File: src/hdl/arwu_pkg.sv
// Package for the address range watchpoint unit.
// Holds the operation and kind codes, the transaction token that walks the cell chain,
// and the kind-coverage helper. No dependencies.
package arwu_pkg;

    // Operation codes of an input transaction.
    localparam logic [1:0] OP_ADD     = 2'd0;
    localparam logic [1:0] OP_DISABLE = 2'd1;
    localparam logic [1:0] OP_READ    = 2'd2;
    localparam logic [1:0] OP_WRITE   = 2'd3;

    // Watch kinds.
    localparam logic [1:0] KIND_W  = 2'd0;
    localparam logic [1:0] KIND_RW = 2'd1;
    localparam logic [1:0] KIND_R  = 2'd2;

    // Field widths fixed by the interface.
    localparam int ADDR_W  = 16;
    localparam int KIND_W_BITS = 2;
    localparam int ID_W    = 4;
    localparam int COUNT_W = 5;
    localparam int ID_SPAN = 16;

    localparam logic [COUNT_W-1:0] COUNT_MAX = 5'd31;

    // One transaction as it moves from cell to cell.
    typedef struct packed {
        logic                   valid;
        logic [1:0]             op;
        logic [ADDR_W-1:0]      addr;
        logic [ADDR_W-1:0]      range_end;
        logic [KIND_W_BITS-1:0] watch_kind;
        logic [ID_W-1:0]        entry_id;
        logic                   debugger_access;
        logic                   add_pending;
        logic [ID_W-1:0]        assigned_id;
        logic                   table_full;
        logic                   hit;
        logic [ID_W-1:0]        first_hit_id;
        logic [COUNT_W-1:0]     hit_count;
    } token_t;

    // True when an entry of this kind watches an access of the given direction.
    function automatic logic kind_covers(input logic [1:0] kind, input logic is_write);
        logic covers;
        begin
            if (kind == KIND_RW)
            begin
                covers = 1'b1;
            end
            else if (is_write)
            begin
                covers = (kind == KIND_W);
            end
            else
            begin
                covers = (kind == KIND_R);
            end
            return covers;
        end
    endfunction

endpackage

File: src/hdl/arwu_cell.sv
// One watchpoint slot of the chain: range, kind and enable storage plus one comparator.
// Takes the transaction token from its left neighbor and registers it for the next cell when the chain advances.
// Depends on arwu_pkg.
module arwu_cell #(
    parameter int IDX = 0
) (
    input  logic            clk,
    input  logic            rst_n,
    input  logic            advance,
    input  arwu_pkg::token_t tok_in,
    output arwu_pkg::token_t tok_out
);

    // Disable ids only reach the first sixteen slots.
    localparam logic IN_REACH = (IDX < arwu_pkg::ID_SPAN);
    localparam logic [arwu_pkg::ID_W-1:0] MY_ID = arwu_pkg::ID_W'(IDX);

    logic [arwu_pkg::ADDR_W-1:0]      lo_reg;
    logic [arwu_pkg::ADDR_W-1:0]      hi_reg;
    logic [arwu_pkg::KIND_W_BITS-1:0] kind_reg;
    logic                             enabled_reg;
    logic                             enabled_next;
    logic                             used_reg;
    logic                             used_next;
    arwu_pkg::token_t                 tok_reg;
    arwu_pkg::token_t                 tok_next;

    logic claim;
    logic is_access;
    logic match;

    // Slot decisions for the transaction now at this cell.
    always_comb
    begin
        claim     = tok_in.valid && (tok_in.op == arwu_pkg::OP_ADD)
                    && tok_in.add_pending && !used_reg;
        is_access = tok_in.valid && ((tok_in.op == arwu_pkg::OP_READ)
                    || (tok_in.op == arwu_pkg::OP_WRITE)) && !tok_in.debugger_access;
        match     = is_access && enabled_reg
                    && arwu_pkg::kind_covers(kind_reg, tok_in.op == arwu_pkg::OP_WRITE)
                    && (lo_reg <= tok_in.addr) && (tok_in.addr <= hi_reg);

        used_next    = used_reg;
        enabled_next = enabled_reg;
        if (claim)
        begin
            used_next    = 1'b1;
            enabled_next = 1'b1;
        end
        else if (tok_in.valid && (tok_in.op == arwu_pkg::OP_DISABLE) && IN_REACH
                 && (tok_in.entry_id == MY_ID))
        begin
            enabled_next = 1'b0;
        end

        // Update the accumulated match results carried by the token.
        tok_next = tok_in;
        if (claim)
        begin
            tok_next.add_pending = 1'b0;
        end
        if (match)
        begin
            if (!tok_in.hit)
            begin
                tok_next.hit          = 1'b1;
                tok_next.first_hit_id = MY_ID;
            end
            if (tok_in.hit_count < arwu_pkg::COUNT_MAX)
            begin
                tok_next.hit_count = tok_in.hit_count + 5'd1;
            end
        end
    end

    // Control state: slot occupancy, enable and the token register.
    always_ff @(posedge clk or negedge rst_n)
    begin
        if (!rst_n)
        begin
            used_reg    <= 1'b0;
            enabled_reg <= 1'b0;
            tok_reg     <= '0;
        end
        else if (advance)
        begin
            used_reg    <= used_next;
            enabled_reg <= enabled_next;
            tok_reg     <= tok_next;
        end
    end

    // Range and kind storage, written when this slot takes an add.
    always_ff @(posedge clk)
    begin
        if (advance && claim)
        begin
            lo_reg   <= tok_in.addr;
            hi_reg   <= tok_in.range_end;
            kind_reg <= tok_in.watch_kind;
        end
    end

    assign tok_out = tok_reg;

endmodule

File: src/hdl/address_range_watchpoint_unit.sv
// Top level of the address range watchpoint unit: fill counter, chain of slot cells
// and output handshake. Depends on arwu_pkg and arwu_cell.
//
// Each transaction enters the head of a chain of ENTRIES slot cells and moves one cell per
// cycle while the chain advances. Every cell compares it with its own range and updates the
// hit flag, lowest hit id and hit count that travel with it. The result is presented at the
// tail from the token register of the last cell. One transaction is accepted every cycle,
// limited only by the consumer: the whole chain holds while the result at its tail waits to
// be taken. Adds claim the first unused slot they pass and disables act on the slot whose
// index they carry, so later accesses always see the effect of earlier adds and disables.
// The slot id and table-full flag of an add are settled at the head from the fill counter.
`default_nettype none
module address_range_watchpoint_unit #(
    parameter int ENTRIES = 16
) (
    input  wire logic        clk,
    input  wire logic        rst_n,
    input  wire logic        in_valid,
    output logic             in_ready,
    input  wire logic [1:0]  op,
    input  wire logic [15:0] addr,
    input  wire logic [15:0] range_end,
    input  wire logic [1:0]  watch_kind,
    input  wire logic [3:0]  entry_id,
    input  wire logic        debugger_access,
    output logic             out_valid,
    input  wire logic        out_ready,
    output logic [3:0]       assigned_id,
    output logic             table_full,
    output logic             hit,
    output logic [3:0]       first_hit_id,
    output logic [4:0]       hit_count
);

    localparam int FILL_W = $clog2(ENTRIES + 1);
    localparam logic [FILL_W-1:0] FILL_MAX = FILL_W'(ENTRIES);

    logic [FILL_W-1:0] fill_count_reg;
    logic [FILL_W-1:0] fill_count_next;
    logic              advance;
    logic              accept;
    logic              add_ok;
    arwu_pkg::token_t  head_tok;
    arwu_pkg::token_t  chain [0:ENTRIES];

    // The chain moves whenever the tail result is absent or being taken.
    assign advance  = !chain[ENTRIES].valid || out_ready;
    assign in_ready = advance;
    assign accept   = in_valid && in_ready;

    // Build the head token and the slot assignment of an add.
    always_comb
    begin
        add_ok   = (op == arwu_pkg::OP_ADD) && (fill_count_reg < FILL_MAX);
        head_tok = '0;
        head_tok.valid           = in_valid;
        head_tok.op              = op;
        head_tok.addr            = addr;
        head_tok.range_end       = range_end;
        head_tok.watch_kind      = watch_kind;
        head_tok.entry_id        = entry_id;
        head_tok.debugger_access = debugger_access;
        head_tok.add_pending     = add_ok;
        head_tok.assigned_id     = add_ok ? arwu_pkg::ID_W'(fill_count_reg) : '0;
        head_tok.table_full      = (op == arwu_pkg::OP_ADD) && !add_ok;

        fill_count_next = fill_count_reg;
        if (accept && add_ok)
        begin
            fill_count_next = fill_count_reg + FILL_W'(1);
        end
    end

    // Fill counter.
    always_ff @(posedge clk or negedge rst_n)
    begin
        if (!rst_n)
        begin
            fill_count_reg <= '0;
        end
        else
        begin
            fill_count_reg <= fill_count_next;
        end
    end

    assign chain[0] = head_tok;

    // Row of slot cells.
    for (genvar g = 0; g < ENTRIES; g++)
    begin : g_cell
        arwu_cell #(
            .IDX (g)
        ) u_cell (
            .clk     (clk),
            .rst_n   (rst_n),
            .advance (advance),
            .tok_in  (chain[g]),
            .tok_out (chain[g+1])
        );
    end

    // Result at the tail of the chain.
    assign out_valid    = chain[ENTRIES].valid;
    assign assigned_id  = chain[ENTRIES].assigned_id;
    assign table_full   = chain[ENTRIES].table_full;
    assign hit          = chain[ENTRIES].hit;
    assign first_hit_id = chain[ENTRIES].first_hit_id;
    assign hit_count    = chain[ENTRIES].hit_count;

    // The hit flag and the hit count agree.
    a_hit_count: assert property (@(posedge clk) disable iff (!rst_n)
        out_valid |-> (hit == (hit_count != 5'd0)))
        else $error("hit flag disagrees with hit count");

    // A refused add carries no slot id and no match.
    a_full_clean: assert property (@(posedge clk) disable iff (!rst_n)
        (out_valid && table_full) |-> ((assigned_id == 4'd0) && !hit))
        else $error("refused add reports a slot or a hit");

    // The fill counter never passes the table size.
    a_fill_bound: assert property (@(posedge clk) disable iff (!rst_n)
        fill_count_reg <= FILL_MAX)
        else $error("fill counter overflow");

    // An add into a full table leaves the counter unchanged.
    a_full_hold: assert property (@(posedge clk) disable iff (!rst_n)
        (accept && (op == arwu_pkg::OP_ADD) && (fill_count_reg == FILL_MAX))
        |=> $stable(fill_count_reg))
        else $error("fill counter moved on a refused add");

endmodule
`default_nettype wire
File: config.mk
export PLATFORM = sky130hd
export DESIGN_NAME = address_range_watchpoint_unit
export DESIGN_NICKNAME = d
export VERILOG_FILES = /design/src/hdl/arwu_pkg.sv /design/src/hdl/arwu_cell.sv /design/src/hdl/address_range_watchpoint_unit.sv
export SDC_FILE = /design/constraint.sdc
export NUM_CORES = 2
export LEC_CHECK = 0
export BUFFER_PORTS_ARGS = -buffer_cell sky130_fd_sc_hd__buf_2
export CAP_MARGIN = 40
export CORE_ASPECT_RATIO = 0.9
export CORE_UTILIZATION = 55
export CTS_BUF_LIST = sky130_fd_sc_hd__clkbuf_8
export DETAILED_ROUTE_END_ITERATION = 7
export PLACE_DENSITY = 0.74
export SLEW_MARGIN = 10
export SYNTH_ARGS = -nofsm -noshare
export SYNTH_HDL_FRONTEND = slang
export SYNTH_HIERARCHICAL = 1
export SYNTH_SLANG_ARGS = --single-unit
File: constraint.sdc
create_clock -name clk -period 8.06 [get_ports clk]
set_clock_uncertainty 0.05 [all_clocks]
set_input_delay 0.403 -clock clk [delete_from_list [all_inputs] [get_ports clk]]
set_output_delay 0.403 -clock clk [all_outputs]
set_load 0.1 [all_outputs]
Word level (Yosys, flattened, before mapping)
Index checks and enable logic that the tools add are counted.
- flip-flop bits (word level): 1467
- input port bits: 45
- output and inout port bits: 17
- logic and storage cells: 895
- add/sub/neg operators: 16
- magnitude comparators: 48
- reduce and logical (&&, ||, !) cells: 328
- equality and inequality tests: 95
- multiplexer cells: 126
- operators with widths (operator ; count):
    <= comparator 16 bit ; 32
    logical AND 1 bit ; 196
    2-to-1 mux 10 bit ; 16
    == test 2 bit (second input constant) ; 48
    adder 5 x 1 -> 5 bit (second input constant) ; 16
    < comparator 5 bit (second input constant) ; 16
    2-to-1 mux 1 bit ; 79
    2-to-1 mux 5 bit ; 15
    == test 2 x 1 -> 1 bit (second input constant) ; 32
    logical NOT 2 bit ; 32
    2-to-1 mux 4 bit ; 16
    AND reduction 2 bit ; 32
    logical NOT 1 bit ; 34
    == test 4 bit (second input constant) ; 8
    nonzero test 2 bit ; 16
    logical OR 1 bit ; 17
    == test 4 x 3 -> 1 bit (second input constant) ; 4
    == test 4 x 2 -> 1 bit (second input constant) ; 2
    == test 4 x 1 -> 1 bit (second input constant) ; 1
    logical NOT 4 bit ; 1

Longest topological paths before layout
- word-level depth: 9
- mapped depth: 10
- gate-level depth less buffers: 9

Hierarchy
The synthesis kept the hierarchy.
- modules (own cells, without submodules) (module ; area each (sq um) ; sequential area each (sq um) ; cells each ; times used):
    arwu_cell (g_cell[10].u_cell ...) ; 4330.4 ; 2522.4 ; 325 ; 2
    arwu_cell (g_cell[1].u_cell ...) ; 4326.6 ; 2522.4 ; 326 ; 2
    arwu_cell (g_cell[13].u_cell ...) ; 4307.9 ; 2522.4 ; 324 ; 2
    arwu_cell (g_cell[5].u_cell ...) ; 4306.6 ; 2522.4 ; 324 ; 2
    arwu_cell (g_cell[0].u_cell) ; 4357.9 ; 2522.4 ; 328 ; 1
    arwu_cell (g_cell[11].u_cell) ; 4335.4 ; 2522.4 ; 327 ; 1
    arwu_cell (g_cell[3].u_cell) ; 4332.9 ; 2522.4 ; 327 ; 1
    arwu_cell (g_cell[8].u_cell) ; 4321.6 ; 2522.4 ; 324 ; 1
    arwu_cell (g_cell[15].u_cell) ; 4311.6 ; 2522.4 ; 322 ; 1
    arwu_cell (g_cell[7].u_cell) ; 4310.4 ; 2522.4 ; 324 ; 1
    arwu_cell (g_cell[12].u_cell) ; 4306.6 ; 2522.4 ; 325 ; 1
    arwu_cell (g_cell[4].u_cell) ; 4246.6 ; 2522.4 ; 321 ; 1
    address_range_watchpoint_unit ; 291.5 ; 125.1 ; 24 ; 1

Least setup slack after synthesis
OpenSTA, ideal clock, no wires.
- kind: register to register
- start point: register g_cell[15].u_cell.tok_reg (netlist bit g_cell[15].u_cell/tok_out[57])
- end point: register g_cell[15].u_cell.used_reg
- data required time: 7.923 ns
- stages on the path, launching flop included: 7
- library setup time: 0.087 ns
- clock period less this slack: 7.162 ns
- arrival: 7.025 ns
- buffers on the path: 1
- setup slack: 0.898 ns
- path through: dfrtp_1 > nand2b_1 > clkbuf_1 > nand2_1 > or2_2 > nor4b_1 > or2_2
- longest elaborated chain between the ends: 3
- ends and longest elaborated chain (element ; RTL line ; text):
    start, declared ; arwu_cell.sv:25 ; arwu_pkg::token_t tok_reg;
    start signal, assigned ; arwu_cell.sv:89 ; tok_reg <= tok_next;
    logical NOT 1 bit ; address_range_watchpoint_unit.sv:47 ; assign advance = !chain[ENTRIES].valid || out_ready;
    logical OR 1 bit ; address_range_watchpoint_unit.sv:47 ;
    net in_ready ; address_range_watchpoint_unit.sv:19 ; output logic in_ready,
    AND reduction 2 bit (no line) ; -- ;
    end signal, assigned ; arwu_cell.sv:87 ; used_reg <= used_next;
    end, declared ; arwu_cell.sv:23 ; logic used_reg;
The timed path passes the listed nets, and every way through them passes these cells.
A chain may end at the register's enable or synchronous reset.

Worst setup path in the final report
- start point: register g_cell[15].u_cell.tok_reg (netlist bit g_cell[15].u_cell/tok_out[57])
- end point: output port in_ready
- longest elaborated chain between the ends: 2
- ends and longest elaborated chain (element ; RTL line):
    logical NOT 1 bit ; address_range_watchpoint_unit.sv:47
    logical OR 1 bit ; address_range_watchpoint_unit.sv:47
    end, declared ; address_range_watchpoint_unit.sv:19
Every way passes these cells.

==> impl_metrics.yaml <==
sta:
  worstMarginPinSlew_ns: 0.931
  setup_tns_ns: 0
  fmax_mhz: 240
  fin_crit_ns: 4.17
  setup_viol: 0
  period_share_pct: 51.8
  finalMaxSlewViolations: 0
  final.setup.worst_slack_ns: 3.89
  relSlewSlack_pct: 37.9
  final-hold-violation-count: 0
  rsz0062_at_grt: "false"
place:
  dpl.hpwl_mm: 93.3
  place_inst: 6742
  place_area_mm2: 0.0703
  port_buffers: 61
  pre_cts_slack_ns: 4.70
  gp_congestion: 0.836
logic_synthesis:
  synthCells: 5134
  syn_area_mm2: 0.0678
  yosysWarnings: 6
  syn_avg_cell_area_um2: 13.2
critical_path:
  path_class: "register to output pin"
  critPathRequiredTime_ns: 7.61
  worstPathCellList: "nand2b_4 > buf_12 > buf_4 > buf_2"
  cp_num_buf_inv: 3
  rr_worst_depth: 6
  endpoint: "in_ready"
  cp_slowest_cell: "buf_12"
  reg2reg_to: "g_cell[15].u_cell/hi_reg[8]"
  r2r_slack_ns: 4.78
  crit_family: "buffers and inverters"
  cp-start-kind: "register"
  critPathMaxStageDelay_ns: 0.65
  path_max_fanout: 161
  cp_num_cells: 4
  reg2reg_from: "g_cell[15].u_cell/tok_out[57]"
  critPathCaptureType: "output pin"
  cp.arrival_ns: 3.72
  startpoint: "g_cell[15].u_cell/tok_out[57]"
outcome:
  status: "finished clean"
layout:
  fin_nets: 5992
  drive_gt1_share_pct: 23.8
  instances_no_fill: 7218
  final_cell_area_mm2: 0.0755
  area_growth_pct: 11.3
  largest_reg_flops: 886
die:
  fp.dieW_um: 372
  fp.coreArea_mm2: 0.122
  io_pins: 62
  dieArea_mm2: 0.125
  rows: 121
  initial_core_util_pct: 55.8
  die_h_um: 335
global_route:
  grt_pass1_vias: 41100
  grt_max_degree: 170
  antenna_found_initial: 1
  grt_pass1_wl_mm: 222
  grt.total_usage_pct: 22.3
  gr-total-overflow: 0
detailed_routing:
  wl_met3_mm: 6.78
  vias_per_cell: 5.62
  ant_nets: 0
  dr_wl_met2_mm: 59.2
  totalWireLength_mm: 135
  routedWlPerCell_um: 18.7
  drc_errors: 0
  top_layer: "met4"
  wl_met1_mm: 66.3
  dr.first_iter.drc_count: 2591
  drtPass1Iterations: 5
  num_vias: 40600
pwr:
  power_density_mw_per_mm2: 349
  switching_share_pct: 34.2
  power_w: 0.0264
  share_comb_of_total_power_pct: 27.7
  pwr-share-seq_pct: 48.3
  p_leak_nw: 33.4
  pwr-share-clk_pct: 24.0
  power_switching_w: 0.00901
  ir_worst_vdd_mv: 0.305
  intPower_w: 0.0174
clock_network:
  clkTransAtPathRegs_ns: 0.07
  htree_levels: 4
  numClockSinks: 1467
  cts_made_buffers: 227
  clock_path_buffers: 3
  cts_root_buffer: "clkbuf_8"
  clk-insertion-delay-late_ns: 0.92
  cts_tree: "done"
  post_cts_resized: 0
worst_hold_path:
  hold_class: "primary input to asynchronous set/reset pin"
job:
  maxCapViolations: 0
## cell type report
cell class                      count  area, µm²
Tap cell                         1599       2000
Sequential cell                  1467      39400
Clock buffer                      275       3780
Clock inverter                    154        940
Inverter                          582       2180
Fill cell                        9070      46100
Timing Repair Buffer              161       1380
Antenna cell                        1       2.50
Multi-Input combinational cell   2979      25800
## per-layer routing
layer,track usage [%],up-vias
met5,0,-
met2,32.4,824
met1,33.9,20400
met4,6.71,0
met3,3.97,223
li1,-,19100
## power by group through the flow
stage	sequential [W]	clock, W	combinational, W
floorplan	0.0120	0	0.00559
global placement	0.0128	0	0.00688
detailed placement	0.0129	0	0.00720
CTS	0.0128	0.00647	0.00730
global route	0.0131	0.00679	0.00817
finish	0.0127	0.00632	0.00730
## cells in the final DEF (no fill, tap or decap), drive strengths merged, types with 17 or more instances in the layout
cell	n
buf	116
a21o	20
nand3	99
a311oi	27
edfxtp	544
nand2b	59
or3	18
a31oi	33
or2	21
a211oi	69
and4b	23
nand2	175
nand4	114
conb	29
nor3	71
inv	675
a21oi	213
a21boi	30
o21ai	73
a31o	19
o211ai	32
clkinv	48
or4	17
dfrtp	923
nor2	240
nor3b	43
nor4	26
nor2b	48
clkbuf	275
and3	27
xnor2	31
o22a	20
dlygate4sd3	45
mux2	696
ha	529
## worst min path at each step
stage	cells after the start	end	slack, ns	from
after floorplan	0	fill_count_reg[0]	0.06	rst_n
after detailed placement	1	g_cell[2].u_cell/tok_out[7]	0.37	rst_n
final	2	g_cell[0].u_cell/tok_out[5]	0.04	rst_n
after global routing	2	g_cell[2].u_cell/tok_out[0]	0.06	rst_n
after CTS	2	g_cell[0].u_cell/tok_out[5]	0.005	rst_n
after global placement	1	g_cell[1].u_cell/tok_out[8]	0.37	rst_n
## per-stage QoR
stage	utilization, %	hold WS (ns)
final	62.1	0.0441
after floorplan	-	0.0574
after global placement	57.7	0.367
after CTS	62.1	0.00507
after global routing	62.1	0.0573
after detailed placement	57.8	0.373
## what timing repair did
item | CTS | global route
buffers inserted | 0 | 0
hold buffers | 45 | 0
hold endpoints to repair | 186 | 0
## worst reg2reg max path, cell delays in order (launching register included)
cell and delay (ns):
dfrtp_1 0.42, nand2b_4 0.40, buf_12 0.68, nand2_1 0.35, or2_2 0.35, nor4b_2 0.27
buf_4 0.38
Note: power is estimated with default switching activity, not from simulation.
